**config.mk**
```make
export PLATFORM = sky130hd
export DESIGN_NAME = frame_address_to_linear_index
export DESIGN_NICKNAME = d
export VERILOG_FILES = /design/src/hw/rtl/fati_pkg.sv /design/src/hw/rtl/fati_column_table.sv /design/src/hw/rtl/fati_accum.sv /design/src/hw/rtl/fati_seq.sv /design/src/hw/rtl/frame_address_to_linear_index.sv
export SDC_FILE = /design/constraint.sdc
export NUM_CORES = 2
export LEC_CHECK = 0
export ABC_CLOCK_PERIOD_IN_PS = 17650
export BUFFER_PORTS_ARGS = -buffer_cell sky130_fd_sc_hd__buf_2
export CORE_MARGIN = 5
export CORE_UTILIZATION = 35
export DETAILED_ROUTE_END_ITERATION = 6
export GPL_ROUTABILITY_DRIVEN = 0
export HOLD_SLACK_MARGIN = 0.02
export SETUP_SLACK_MARGIN = 0.05
export SYNTH_ARGS = -nofsm -noshare
export SYNTH_HDL_FRONTEND = slang
export SYNTH_SLANG_ARGS = --single-unit
```
**constraint.sdc**
```tcl
create_clock -name clk -period 17.65 [get_ports clk]
set_input_delay 1.765 -clock clk [delete_from_list [all_inputs] [get_ports clk]]
set_output_delay 1.765 -clock clk [all_outputs]
set_load 0.005 [all_outputs]
```
**src/hw/rtl/fati_pkg.sv**
```systemverilog
package fati_pkg;

  localparam int COLUMNS = 256;
  localparam int COL_AW  = $clog2(COLUMNS);
  localparam int POS_W   = 11;
  localparam int KIND_W  = 4;
  localparam int INDEX_W = 24;
  localparam int ACC_W   = 26;
  localparam int CFG_IW  = 3;
  localparam int CFG_DW  = 64;

  localparam logic [KIND_W-1:0]  KIND_NULL = 4'd11;
  localparam logic [ACC_W-1:0]   INDEX_MAX = ACC_W'(24'hFF_FFFF);

  localparam logic       CMD_WRITE  = 1'b0;
  localparam logic       CMD_LOOKUP = 1'b1;
  localparam logic [1:0] BLK_LOGIC  = 2'd0;
  localparam logic [1:0] BLK_RAM    = 2'd1;

  localparam logic [CFG_IW-1:0] CFG_TYPE_LO    = 3'd0;
  localparam logic [CFG_IW-1:0] CFG_TYPE_HI    = 3'd1;
  localparam logic [CFG_IW-1:0] CFG_RAM_FRAMES = 3'd2;
  localparam logic [CFG_IW-1:0] CFG_ROW_FRAMES = 3'd3;
  localparam logic [CFG_IW-1:0] CFG_RAM_OFFSET = 3'd4;
  localparam logic [CFG_IW-1:0] CFG_RAM_ROWS   = 3'd5;
  localparam logic [CFG_IW-1:0] CFG_NULL_AREAS = 3'd6;

  typedef enum logic [3:0] {
    ST_IDLE,
    ST_WALK,
    ST_NULLS,
    ST_MINOR,
    ST_ROW,
    ST_RAM_MAJOR,
    ST_RAM_OFFSET,
    ST_RAM_ROW,
    ST_FINISH
  } state_t;

  typedef struct packed {
    logic [63:0] type_frames_lo;
    logic [23:0] type_frames_hi;
    logic [8:0]  ram_frames;
    logic [15:0] row_frames;
    logic [16:0] ram_row_offset;
    logic [15:0] ram_row_frames;
    logic [47:0] null_areas;
  } cfg_t;

  typedef struct packed {
    logic             clear;
    logic             add;
    logic             finish;
    logic             valid;
    logic [ACC_W-1:0] addend;
  } acc_ctrl_t;

  function automatic logic [7:0] frames_of(input logic [KIND_W-1:0] kind,
                                           input logic [63:0] lo,
                                           input logic [23:0] hi);
    logic [7:0] f;
    unique case (kind)
      4'd1:    f = lo[15:8];
      4'd2:    f = lo[23:16];
      4'd3:    f = lo[31:24];
      4'd4:    f = lo[39:32];
      4'd5:    f = lo[47:40];
      4'd6:    f = lo[55:48];
      4'd7:    f = lo[63:56];
      4'd8:    f = hi[7:0];
      4'd9:    f = hi[15:8];
      4'd10:   f = hi[23:16];
      default: f = lo[7:0];
    endcase
    return f;
  endfunction

endpackage

```
**src/hw/rtl/fati_column_table.sv**
```systemverilog
module fati_column_table (
  input  logic                                clk,
  input  logic                                we,
  input  logic [fati_pkg::COL_AW-1:0]         wr_addr,
  input  logic [fati_pkg::KIND_W-1:0]         wr_kind,
  input  logic [fati_pkg::COL_AW-1:0]         rd_addr,
  output logic [fati_pkg::KIND_W-1:0]         rd_kind
);

  logic [fati_pkg::KIND_W-1:0] mem [fati_pkg::COLUMNS];

  always_ff @(posedge clk) begin
    if (we) begin
      mem[wr_addr] <= wr_kind;
    end
    rd_kind <= mem[rd_addr];
  end

endmodule

```
**src/hw/rtl/fati_accum.sv**
```systemverilog
module fati_accum (
  input  logic                             clk,
  input  logic                             rst,
  input  fati_pkg::acc_ctrl_t              ctrl,
  output logic                             done,
  output logic [fati_pkg::INDEX_W-1:0]     frame_index,
  output logic                             index_valid
);

  logic [fati_pkg::ACC_W-1:0] acc;

  always_ff @(posedge clk) begin
    if (ctrl.clear) begin
      acc <= '0;
    end else if (ctrl.add) begin
      acc <= acc + ctrl.addend;
    end
  end

  always_ff @(posedge clk) begin
    if (rst) begin
      done <= 1'b0;
    end else begin
      done <= ctrl.finish;
    end
  end

  // saturate on the way out
  always_ff @(posedge clk) begin
    if (ctrl.finish) begin
      if (acc > fati_pkg::INDEX_MAX) begin
        frame_index <= fati_pkg::INDEX_MAX[fati_pkg::INDEX_W-1:0];
      end else begin
        frame_index <= acc[fati_pkg::INDEX_W-1:0];
      end
      index_valid <= ctrl.valid;
    end
  end

endmodule

```
**src/hw/rtl/fati_seq.sv**
```systemverilog
module fati_seq (
  input  logic                             clk,
  input  logic                             rst,
  input  logic                             lookup,
  input  logic [1:0]                       block_type,
  input  logic [7:0]                       major_address,
  input  logic [7:0]                       minor_address,
  input  logic [3:0]                       row_region,
  input  fati_pkg::cfg_t                   cfg,
  output logic [fati_pkg::COL_AW-1:0]      rd_addr,
  input  logic [fati_pkg::KIND_W-1:0]      rd_kind,
  output logic                             busy,
  output fati_pkg::acc_ctrl_t              ctrl
);

  localparam int AW = fati_pkg::ACC_W;
  localparam int PW = fati_pkg::POS_W;

  fati_pkg::state_t state, state_next;

  logic [1:0]    blk;
  logic [7:0]    major;
  logic [7:0]    minor;
  logic [3:0]    row;
  logic          invalid, invalid_next;
  logic [7:0]    s, s_next;
  logic [PW-1:0] p, p_next;
  logic [8:0]    nulls, nulls_next;
  logic          after_skip, after_skip_next;
  logic [1:0]    nidx, nidx_next;
  logic [fati_pkg::KIND_W-1:0] kind;
  logic [15:0]   area;

  always_ff @(posedge clk) begin
    if (rst) begin
      state <= fati_pkg::ST_IDLE;
    end else begin
      state <= state_next;
    end
  end

  always_ff @(posedge clk) begin
    s          <= s_next;
    p          <= p_next;
    nulls      <= nulls_next;
    after_skip <= after_skip_next;
    nidx       <= nidx_next;
    invalid    <= invalid_next;
    if (lookup && state == fati_pkg::ST_IDLE) begin
      blk   <= block_type;
      major <= major_address;
      minor <= minor_address;
      row   <= row_region;
    end
  end

  // positions past the table read as logic columns
  assign kind = (32'(p) < 32'(fati_pkg::COLUMNS)) ? rd_kind : '0;
  assign rd_addr = p_next[fati_pkg::COL_AW-1:0];
  assign busy = (state != fati_pkg::ST_IDLE);

  always_comb begin
    unique case (nidx)
      2'd0:    area = cfg.null_areas[15:0];
      2'd1:    area = cfg.null_areas[31:16];
      default: area = cfg.null_areas[47:32];
    endcase
  end

  always_comb begin
    state_next      = state;
    s_next          = s;
    p_next          = p;
    nulls_next      = nulls;
    after_skip_next = after_skip;
    nidx_next       = nidx;
    invalid_next    = invalid;
    ctrl            = '0;
    unique case (state)
      fati_pkg::ST_IDLE: begin
        if (lookup) begin
          ctrl.clear      = 1'b1;
          s_next          = '0;
          p_next          = '0;
          nulls_next      = '0;
          after_skip_next = 1'b0;
          nidx_next       = '0;
          invalid_next    = 1'b0;
          priority if (block_type == fati_pkg::BLK_LOGIC) begin
            state_next = fati_pkg::ST_WALK;
          end else if (block_type == fati_pkg::BLK_RAM) begin
            state_next = fati_pkg::ST_MINOR;
          end else begin
            invalid_next = 1'b1;
            state_next   = fati_pkg::ST_FINISH;
          end
        end
      end
      fati_pkg::ST_WALK: begin
        if (!after_skip && kind == fati_pkg::KIND_NULL) begin
          // skip one null column, then read the next position in the same step
          nulls_next = nulls + 9'd1;
          p_next     = p + PW'(1);
          if (s == major) begin
            state_next = fati_pkg::ST_NULLS;
          end else begin
            after_skip_next = 1'b1;
          end
        end else begin
          if (s < major) begin
            ctrl.add    = 1'b1;
            ctrl.addend = AW'(fati_pkg::frames_of(kind, cfg.type_frames_lo,
                                                  cfg.type_frames_hi));
          end
          if (s == major) begin
            state_next = fati_pkg::ST_NULLS;
          end else begin
            s_next          = s + 8'd1;
            p_next          = p + PW'(1);
            after_skip_next = 1'b0;
          end
        end
      end
      fati_pkg::ST_NULLS: begin
        if (nulls >= 9'd1 && nulls <= 9'd3 && 9'(nidx) < nulls) begin
          ctrl.add    = 1'b1;
          ctrl.addend = AW'(area);
        end
        if (nidx == 2'd2) begin
          state_next = fati_pkg::ST_MINOR;
        end else begin
          nidx_next = nidx + 2'd1;
        end
      end
      fati_pkg::ST_MINOR: begin
        ctrl.add    = 1'b1;
        ctrl.addend = AW'(minor);
        if (blk == fati_pkg::BLK_LOGIC) begin
          state_next = fati_pkg::ST_ROW;
        end else begin
          state_next = fati_pkg::ST_RAM_MAJOR;
        end
      end
      fati_pkg::ST_ROW: begin
        ctrl.add    = 1'b1;
        ctrl.addend = AW'(row) * AW'(cfg.row_frames);
        state_next  = fati_pkg::ST_FINISH;
      end
      fati_pkg::ST_RAM_MAJOR: begin
        ctrl.add    = 1'b1;
        ctrl.addend = AW'(major) * AW'(cfg.ram_frames);
        state_next  = fati_pkg::ST_RAM_OFFSET;
      end
      fati_pkg::ST_RAM_OFFSET: begin
        ctrl.add    = 1'b1;
        ctrl.addend = AW'(cfg.ram_row_offset);
        state_next  = fati_pkg::ST_RAM_ROW;
      end
      fati_pkg::ST_RAM_ROW: begin
        ctrl.add    = 1'b1;
        ctrl.addend = AW'(row) * AW'(cfg.ram_row_frames);
        state_next  = fati_pkg::ST_FINISH;
      end
      fati_pkg::ST_FINISH: begin
        ctrl.finish = 1'b1;
        ctrl.valid  = !invalid;
        state_next  = fati_pkg::ST_IDLE;
      end
      default: begin
        state_next = fati_pkg::ST_IDLE;
      end
    endcase
  end

  a_pos_tracks_walk: assert property (@(posedge clk) disable iff (rst)
    state == fati_pkg::ST_WALK |-> p == PW'(s) + PW'(nulls))
    else $error("walk position out of step with column count and null skips");

  a_nulls_bounded: assert property (@(posedge clk) disable iff (rst)
    state == fati_pkg::ST_WALK |-> nulls <= 9'(s) + 9'd1)
    else $error("more null columns skipped than walk steps");

  a_skip_has_null: assert property (@(posedge clk) disable iff (rst)
    state == fati_pkg::ST_WALK && after_skip |-> nulls != 9'd0)
    else $error("skip phase without a skipped null column");

  a_finish_one_cycle: assert property (@(posedge clk) disable iff (rst)
    state == fati_pkg::ST_FINISH |=> state == fati_pkg::ST_IDLE)
    else $error("finish state did not return to idle");

  a_clear_only_idle: assert property (@(posedge clk) disable iff (rst)
    ctrl.clear |-> state == fati_pkg::ST_IDLE)
    else $error("accumulator cleared in the middle of a transaction");

endmodule

```
**src/hw/rtl/frame_address_to_linear_index.sv**
```systemverilog
// Frame address to linear frame index converter.
// Command channel: a transaction is taken at a clock edge with start high and
// busy low. command selects a column table write (column_slot, column_kind) or
// a lookup (block_type, major_address, minor_address, row_region).
// A write completes at the accepting edge and returns no result.
// A lookup returns one result: done is high for exactly one cycle with
// frame_index and index_valid; the receiver cannot hold it off.
// A logic-block lookup walks one step for each column up to and including
// major_address, plus one for each null column skipped before the last
// walk step. The walk reads one table entry per cycle; three null-offset
// steps, a minor step, a row step and a finish step follow on the shared
// adder. A block-RAM lookup takes minor, RAM major, RAM offset, RAM row and
// finish steps; an invalid block type goes straight to the finish step.
// busy is high from the accepting edge until done is raised; a new
// transaction may be started in the cycle done is high.
// Configuration registers must be written through cfg_we, cfg_index and
// cfg_data only while the block is idle; the block does not enforce this.
// Reset restores defaults and idle; table entries hold nothing until written.
module frame_address_to_linear_index (
  input  logic                               clk,
  input  logic                               rst,
  input  logic                               start,
  output logic                               busy,
  input  logic                               command,
  input  logic [7:0]                         column_slot,
  input  logic [3:0]                         column_kind,
  input  logic [1:0]                         block_type,
  input  logic [7:0]                         major_address,
  input  logic [7:0]                         minor_address,
  input  logic [3:0]                         row_region,
  output logic                               done,
  output logic [23:0]                        frame_index,
  output logic                               index_valid,
  input  logic                               cfg_we,
  input  logic [fati_pkg::CFG_IW-1:0]        cfg_index,
  input  logic [fati_pkg::CFG_DW-1:0]        cfg_data
);

  fati_pkg::cfg_t      cfg;
  fati_pkg::acc_ctrl_t ctrl;
  logic                accept;
  logic                lookup;
  logic                tbl_we;
  logic [fati_pkg::COL_AW-1:0] rd_addr;
  logic [fati_pkg::KIND_W-1:0] rd_kind;

  assign accept = start && !busy;
  assign lookup = accept && command == fati_pkg::CMD_LOOKUP;
  // drop writes to slots past the table
  assign tbl_we = accept && command == fati_pkg::CMD_WRITE &&
                  32'(column_slot) < 32'(fati_pkg::COLUMNS);

  always_ff @(posedge clk) begin
    if (rst) begin
      cfg.type_frames_lo <= 64'h090A_4C08_1000_0610;
      cfg.type_frames_hi <= 24'd4;
      cfg.ram_frames     <= 9'd256;
      cfg.row_frames     <= 16'd6850;
      cfg.ram_row_offset <= 17'd47950;
      cfg.ram_row_frames <= 16'd3330;
      cfg.null_areas     <= 48'd0;
    end else if (cfg_we) begin
      unique case (cfg_index)
        fati_pkg::CFG_TYPE_LO:    cfg.type_frames_lo <= cfg_data;
        fati_pkg::CFG_TYPE_HI:    cfg.type_frames_hi <= cfg_data[23:0];
        fati_pkg::CFG_RAM_FRAMES: cfg.ram_frames     <= cfg_data[8:0];
        fati_pkg::CFG_ROW_FRAMES: cfg.row_frames     <= cfg_data[15:0];
        fati_pkg::CFG_RAM_OFFSET: cfg.ram_row_offset <= cfg_data[16:0];
        fati_pkg::CFG_RAM_ROWS:   cfg.ram_row_frames <= cfg_data[15:0];
        fati_pkg::CFG_NULL_AREAS: cfg.null_areas     <= cfg_data[47:0];
        default: ;
      endcase
    end
  end

  fati_column_table u_table (
    .clk     (clk),
    .we      (tbl_we),
    .wr_addr (fati_pkg::COL_AW'(column_slot)),
    .wr_kind (column_kind),
    .rd_addr (rd_addr),
    .rd_kind (rd_kind)
  );

  fati_seq u_seq (
    .clk           (clk),
    .rst           (rst),
    .lookup        (lookup),
    .block_type    (block_type),
    .major_address (major_address),
    .minor_address (minor_address),
    .row_region    (row_region),
    .cfg           (cfg),
    .rd_addr       (rd_addr),
    .rd_kind       (rd_kind),
    .busy          (busy),
    .ctrl          (ctrl)
  );

  fati_accum u_accum (
    .clk         (clk),
    .rst         (rst),
    .ctrl        (ctrl),
    .done        (done),
    .frame_index (frame_index),
    .index_valid (index_valid)
  );

endmodule

```
==> reports/summary.txt <==
post-synthesis sequential area ratio -> 0.598
Nets -> 5823
most area-consuming cells after synthesis -> edfxtp_1, dfxtp_1, nand2_1
Netlist Area Pre-Place -> 0.0629 mm^2
status -> complete, no violations
Post-synth ARST share -> 0
Internal Power -> 6.19 mW
TritonCTS Buffers -> 144
RSZ-0062 raised after global routing -> false
Port Buffers -> 132
Setup CP Type -> register to register
worst-margin pin slew -> 1.22 ns
CTS max path bufs -> 3
Die H -> 434 um
grt ovf -> 0
max_cap viols -> 0
syn_nets -> 5810
Endpoint, Worst Hold -> cfg[130]
P&R area growth vs syn -> 12.0%
Setup crit start kind -> register
HPWL Detailed -> 122000 um
most frequent cell after synthesis -> edfxtp_1
clk_lat worst skew -> 0.82 ns
cell at the slowest stage of the critical path -> edfxtp_1
Post-CTS Hold Buffers -> 0
Static Leak -> 25.1 nW
Max Slew Vio Count -> 0
vias in the first global route -> 42800
clock root cell -> clkbuf_16
Core Region -> 0.179 mm^2
Pre-Repair DR Iteration Count -> 6
synth cell count leaders -> edfxtp_1, nand2_1, nor2_1
layout cells sized above 1 -> 0.0937
Power Density -> 138 mW/mm^2
top_reg_cell synth -> edfxtp_1
NetSw -> 3.51 mW
CP endpoint kind -> register
Rows -> 155
post-route worst setup slack -> 10.69 ns
Reg power frac -> 0.371
mean area per synthesized cell -> 11.5 um^2
Max FO, Critical Path -> 10
reg2reg start -> u_seq.major[2]
H-tree levels -> 4
Reg clk slew, reported paths -> 0.06 ns
Hold Crit Start -> cfg[130]
full die area -> 0.188 mm^2
CTS resizes -> 0
sum of negative setup slack -> 0 ns
most used cell, CP -> fa_1
Comb power frac -> 0.316
initial antenna violation count -> 23
number of setup violations in the final report -> 0
Hold Crit Depth -> 2
Clock Skew -> 0.0617 ns
reg2reg end -> u_accum.acc[25]
Cell variety after synth -> 89
Place WS -> 10.69 ns
Residual DRC -> 0
postcts setup bufs -> 0
upper clock frequency limit -> 144 MHz
GRT Util Overall -> 0.197
final core utilization -> 0.395
Yosys top cell area share -> 0.523
Clk pwr share -> 0.313
number of vias after detailed routing -> 44400
Synth area leader -> edfxtp_1
max_slew headroom -> 0.187
final hold vios -> 0
final period utilization -> 0.394
worst path required time -> 18.30 ns
DIE WIDTH -> 434 um
warnings from Yosys -> 0
Num Clock Sinks -> 1332
Post-synth EDFFs -> 1095
critical path's largest stage delay -> 0.52 ns
FF-to-FF setup slack -> 10.69 ns
Arr. time, crit path -> 7.60 ns
Starting DRT DRC Count -> 4472
initial core utilization -> 0.352
Max VDD drop -> 0.102 mV
#FFs+latches synth -> 1332
Synth Instances -> 5484
CTS tree -> done
global-route wire length before repair -> 280000 um
largest net degree at the start of global routing -> 125
routed vias/inst -> 5.56
cell count of the worst reg-to-reg path -> 25
minimum clock period -> 6.96 ns
DR WL/cell -> 23.9 um
Final ANT Viol Nets -> 0
Sw Share -> 0.362
HP Class -> register to register
final WL -> 191000 um
# IOs -> 133
## critical path: cells and delay by family, from the launching register on
kind | cells | cell delay [ns]
fa+ha+maj | 6 | 2.66
simple gates | 5 | 0.91
compound gates | 10 | 2.36
xor+xnor | 2 | 0.30
flops | 1 | 0.52
buf+inv | 2 | 0.11
## stage by stage
step | cells | cell area [um^2] | hold WS, ns | total power [mW]
after floorplan | 5484 | 62900 | 0.432 | 5.75
after global placement | 7706 | 65700 | 0.439 | 6.69
after detailed placement | 7706 | 65700 | 0.444 | 6.71
after CTS | 7967 | 70500 | 0.452 | 9.74
after global routing | 7975 | 70500 | 0.468 | 10.1
final | 7975 | 70500 | 0.453 | 9.70
## flip-flops by register name, indices dropped and copies added, names as in the netlist, 8 cells and up
| signal | flops |
|---|---|
| u_accum.acc | 26 |
| u_accum.frame_index | 24 |
| cfg | 194 |
| u_seq.major | 8 |
| u_seq.s | 8 |
| u_seq.minor | 8 |
| u_seq.p | 11 |
| u_seq.nulls | 9 |
| u_table.mem | 1024 |
## logic make-up (layout without fill, tap and decap cells)
family / count (synthesis) / in the layout / share of synthesized area
fa+ha+maj: 220 / 220 / 0.0556
simple gates: 2071 / 2071 / 0.145
other cells: 0 / 8 / 0
flops: 1332 / 1332 / 0.598
xor+xnor: 73 / 73 / 0.0102
mux: 326 / 326 / 0.0540
buf+inv: 503 / 631 / 0.0350
compound gates: 959 / 959 / 0.103
## routing by layer
layer,up-vias,GRT usage,routed length (um)
met4,2,0.0778,7560
met2,1716,0.334,93400
met1,22300,0.253,76800
met3,352,0.0321,12900
li1,20000,-,-
met5,-,0,13
## how the worst max path moves through the flow
stage	start	endpoint	slack, ns	depth (start not counted)
detailed placement	command	u_table.rd_kind[2]	10.69	13
CTS	u_seq.major[2]	u_accum.acc[25]	10.75	25
finish	u_seq.major[2]	u_accum.acc[25]	10.69	25
global route	u_seq.major[2]	u_accum.acc[25]	10.19	25
floorplan	u_seq.major[2]	u_accum.acc[25]	11.62	25
global placement	command	u_table.rd_kind[2]	10.72	13
## final cells by class
type                            instances  area (um^2)
Timing Repair Buffer                  205         1250
Multi-Input combinational cell       3649        23200
Antenna cell                            8         20.0
Clock inverter                         73          928
Inverter                              165          627
Fill cell                           17000       108000
Tap cell                             2355         2950
Clock buffer                          188         3850
Sequential cell                      1332        37600
## placed cells by master (no fill, tap or decap), drive strengths merged, types with 121 or more instances in the layout
cell type / instances
a21oi: 346
buf: 201
clkbuf: 192
dfxtp: 237
edfxtp: 1095
ha: 121
inv: 165
mux2i: 265
nand2: 1079
nand3: 211
nor2: 375
## power by group through the flow
stage | clock, mW | combinational, mW | sequential [mW]
CTS | 3.08 | 3.06 | 3.60
floorplan | 0 | 2.16 | 3.60
global placement | 0 | 3.03 | 3.66
global route | 3.23 | 3.29 | 3.61
detailed placement | 0 | 3.05 | 3.66
finish | 3.03 | 3.07 | 3.60
Note: power is estimated with default switching activity, not from simulation.
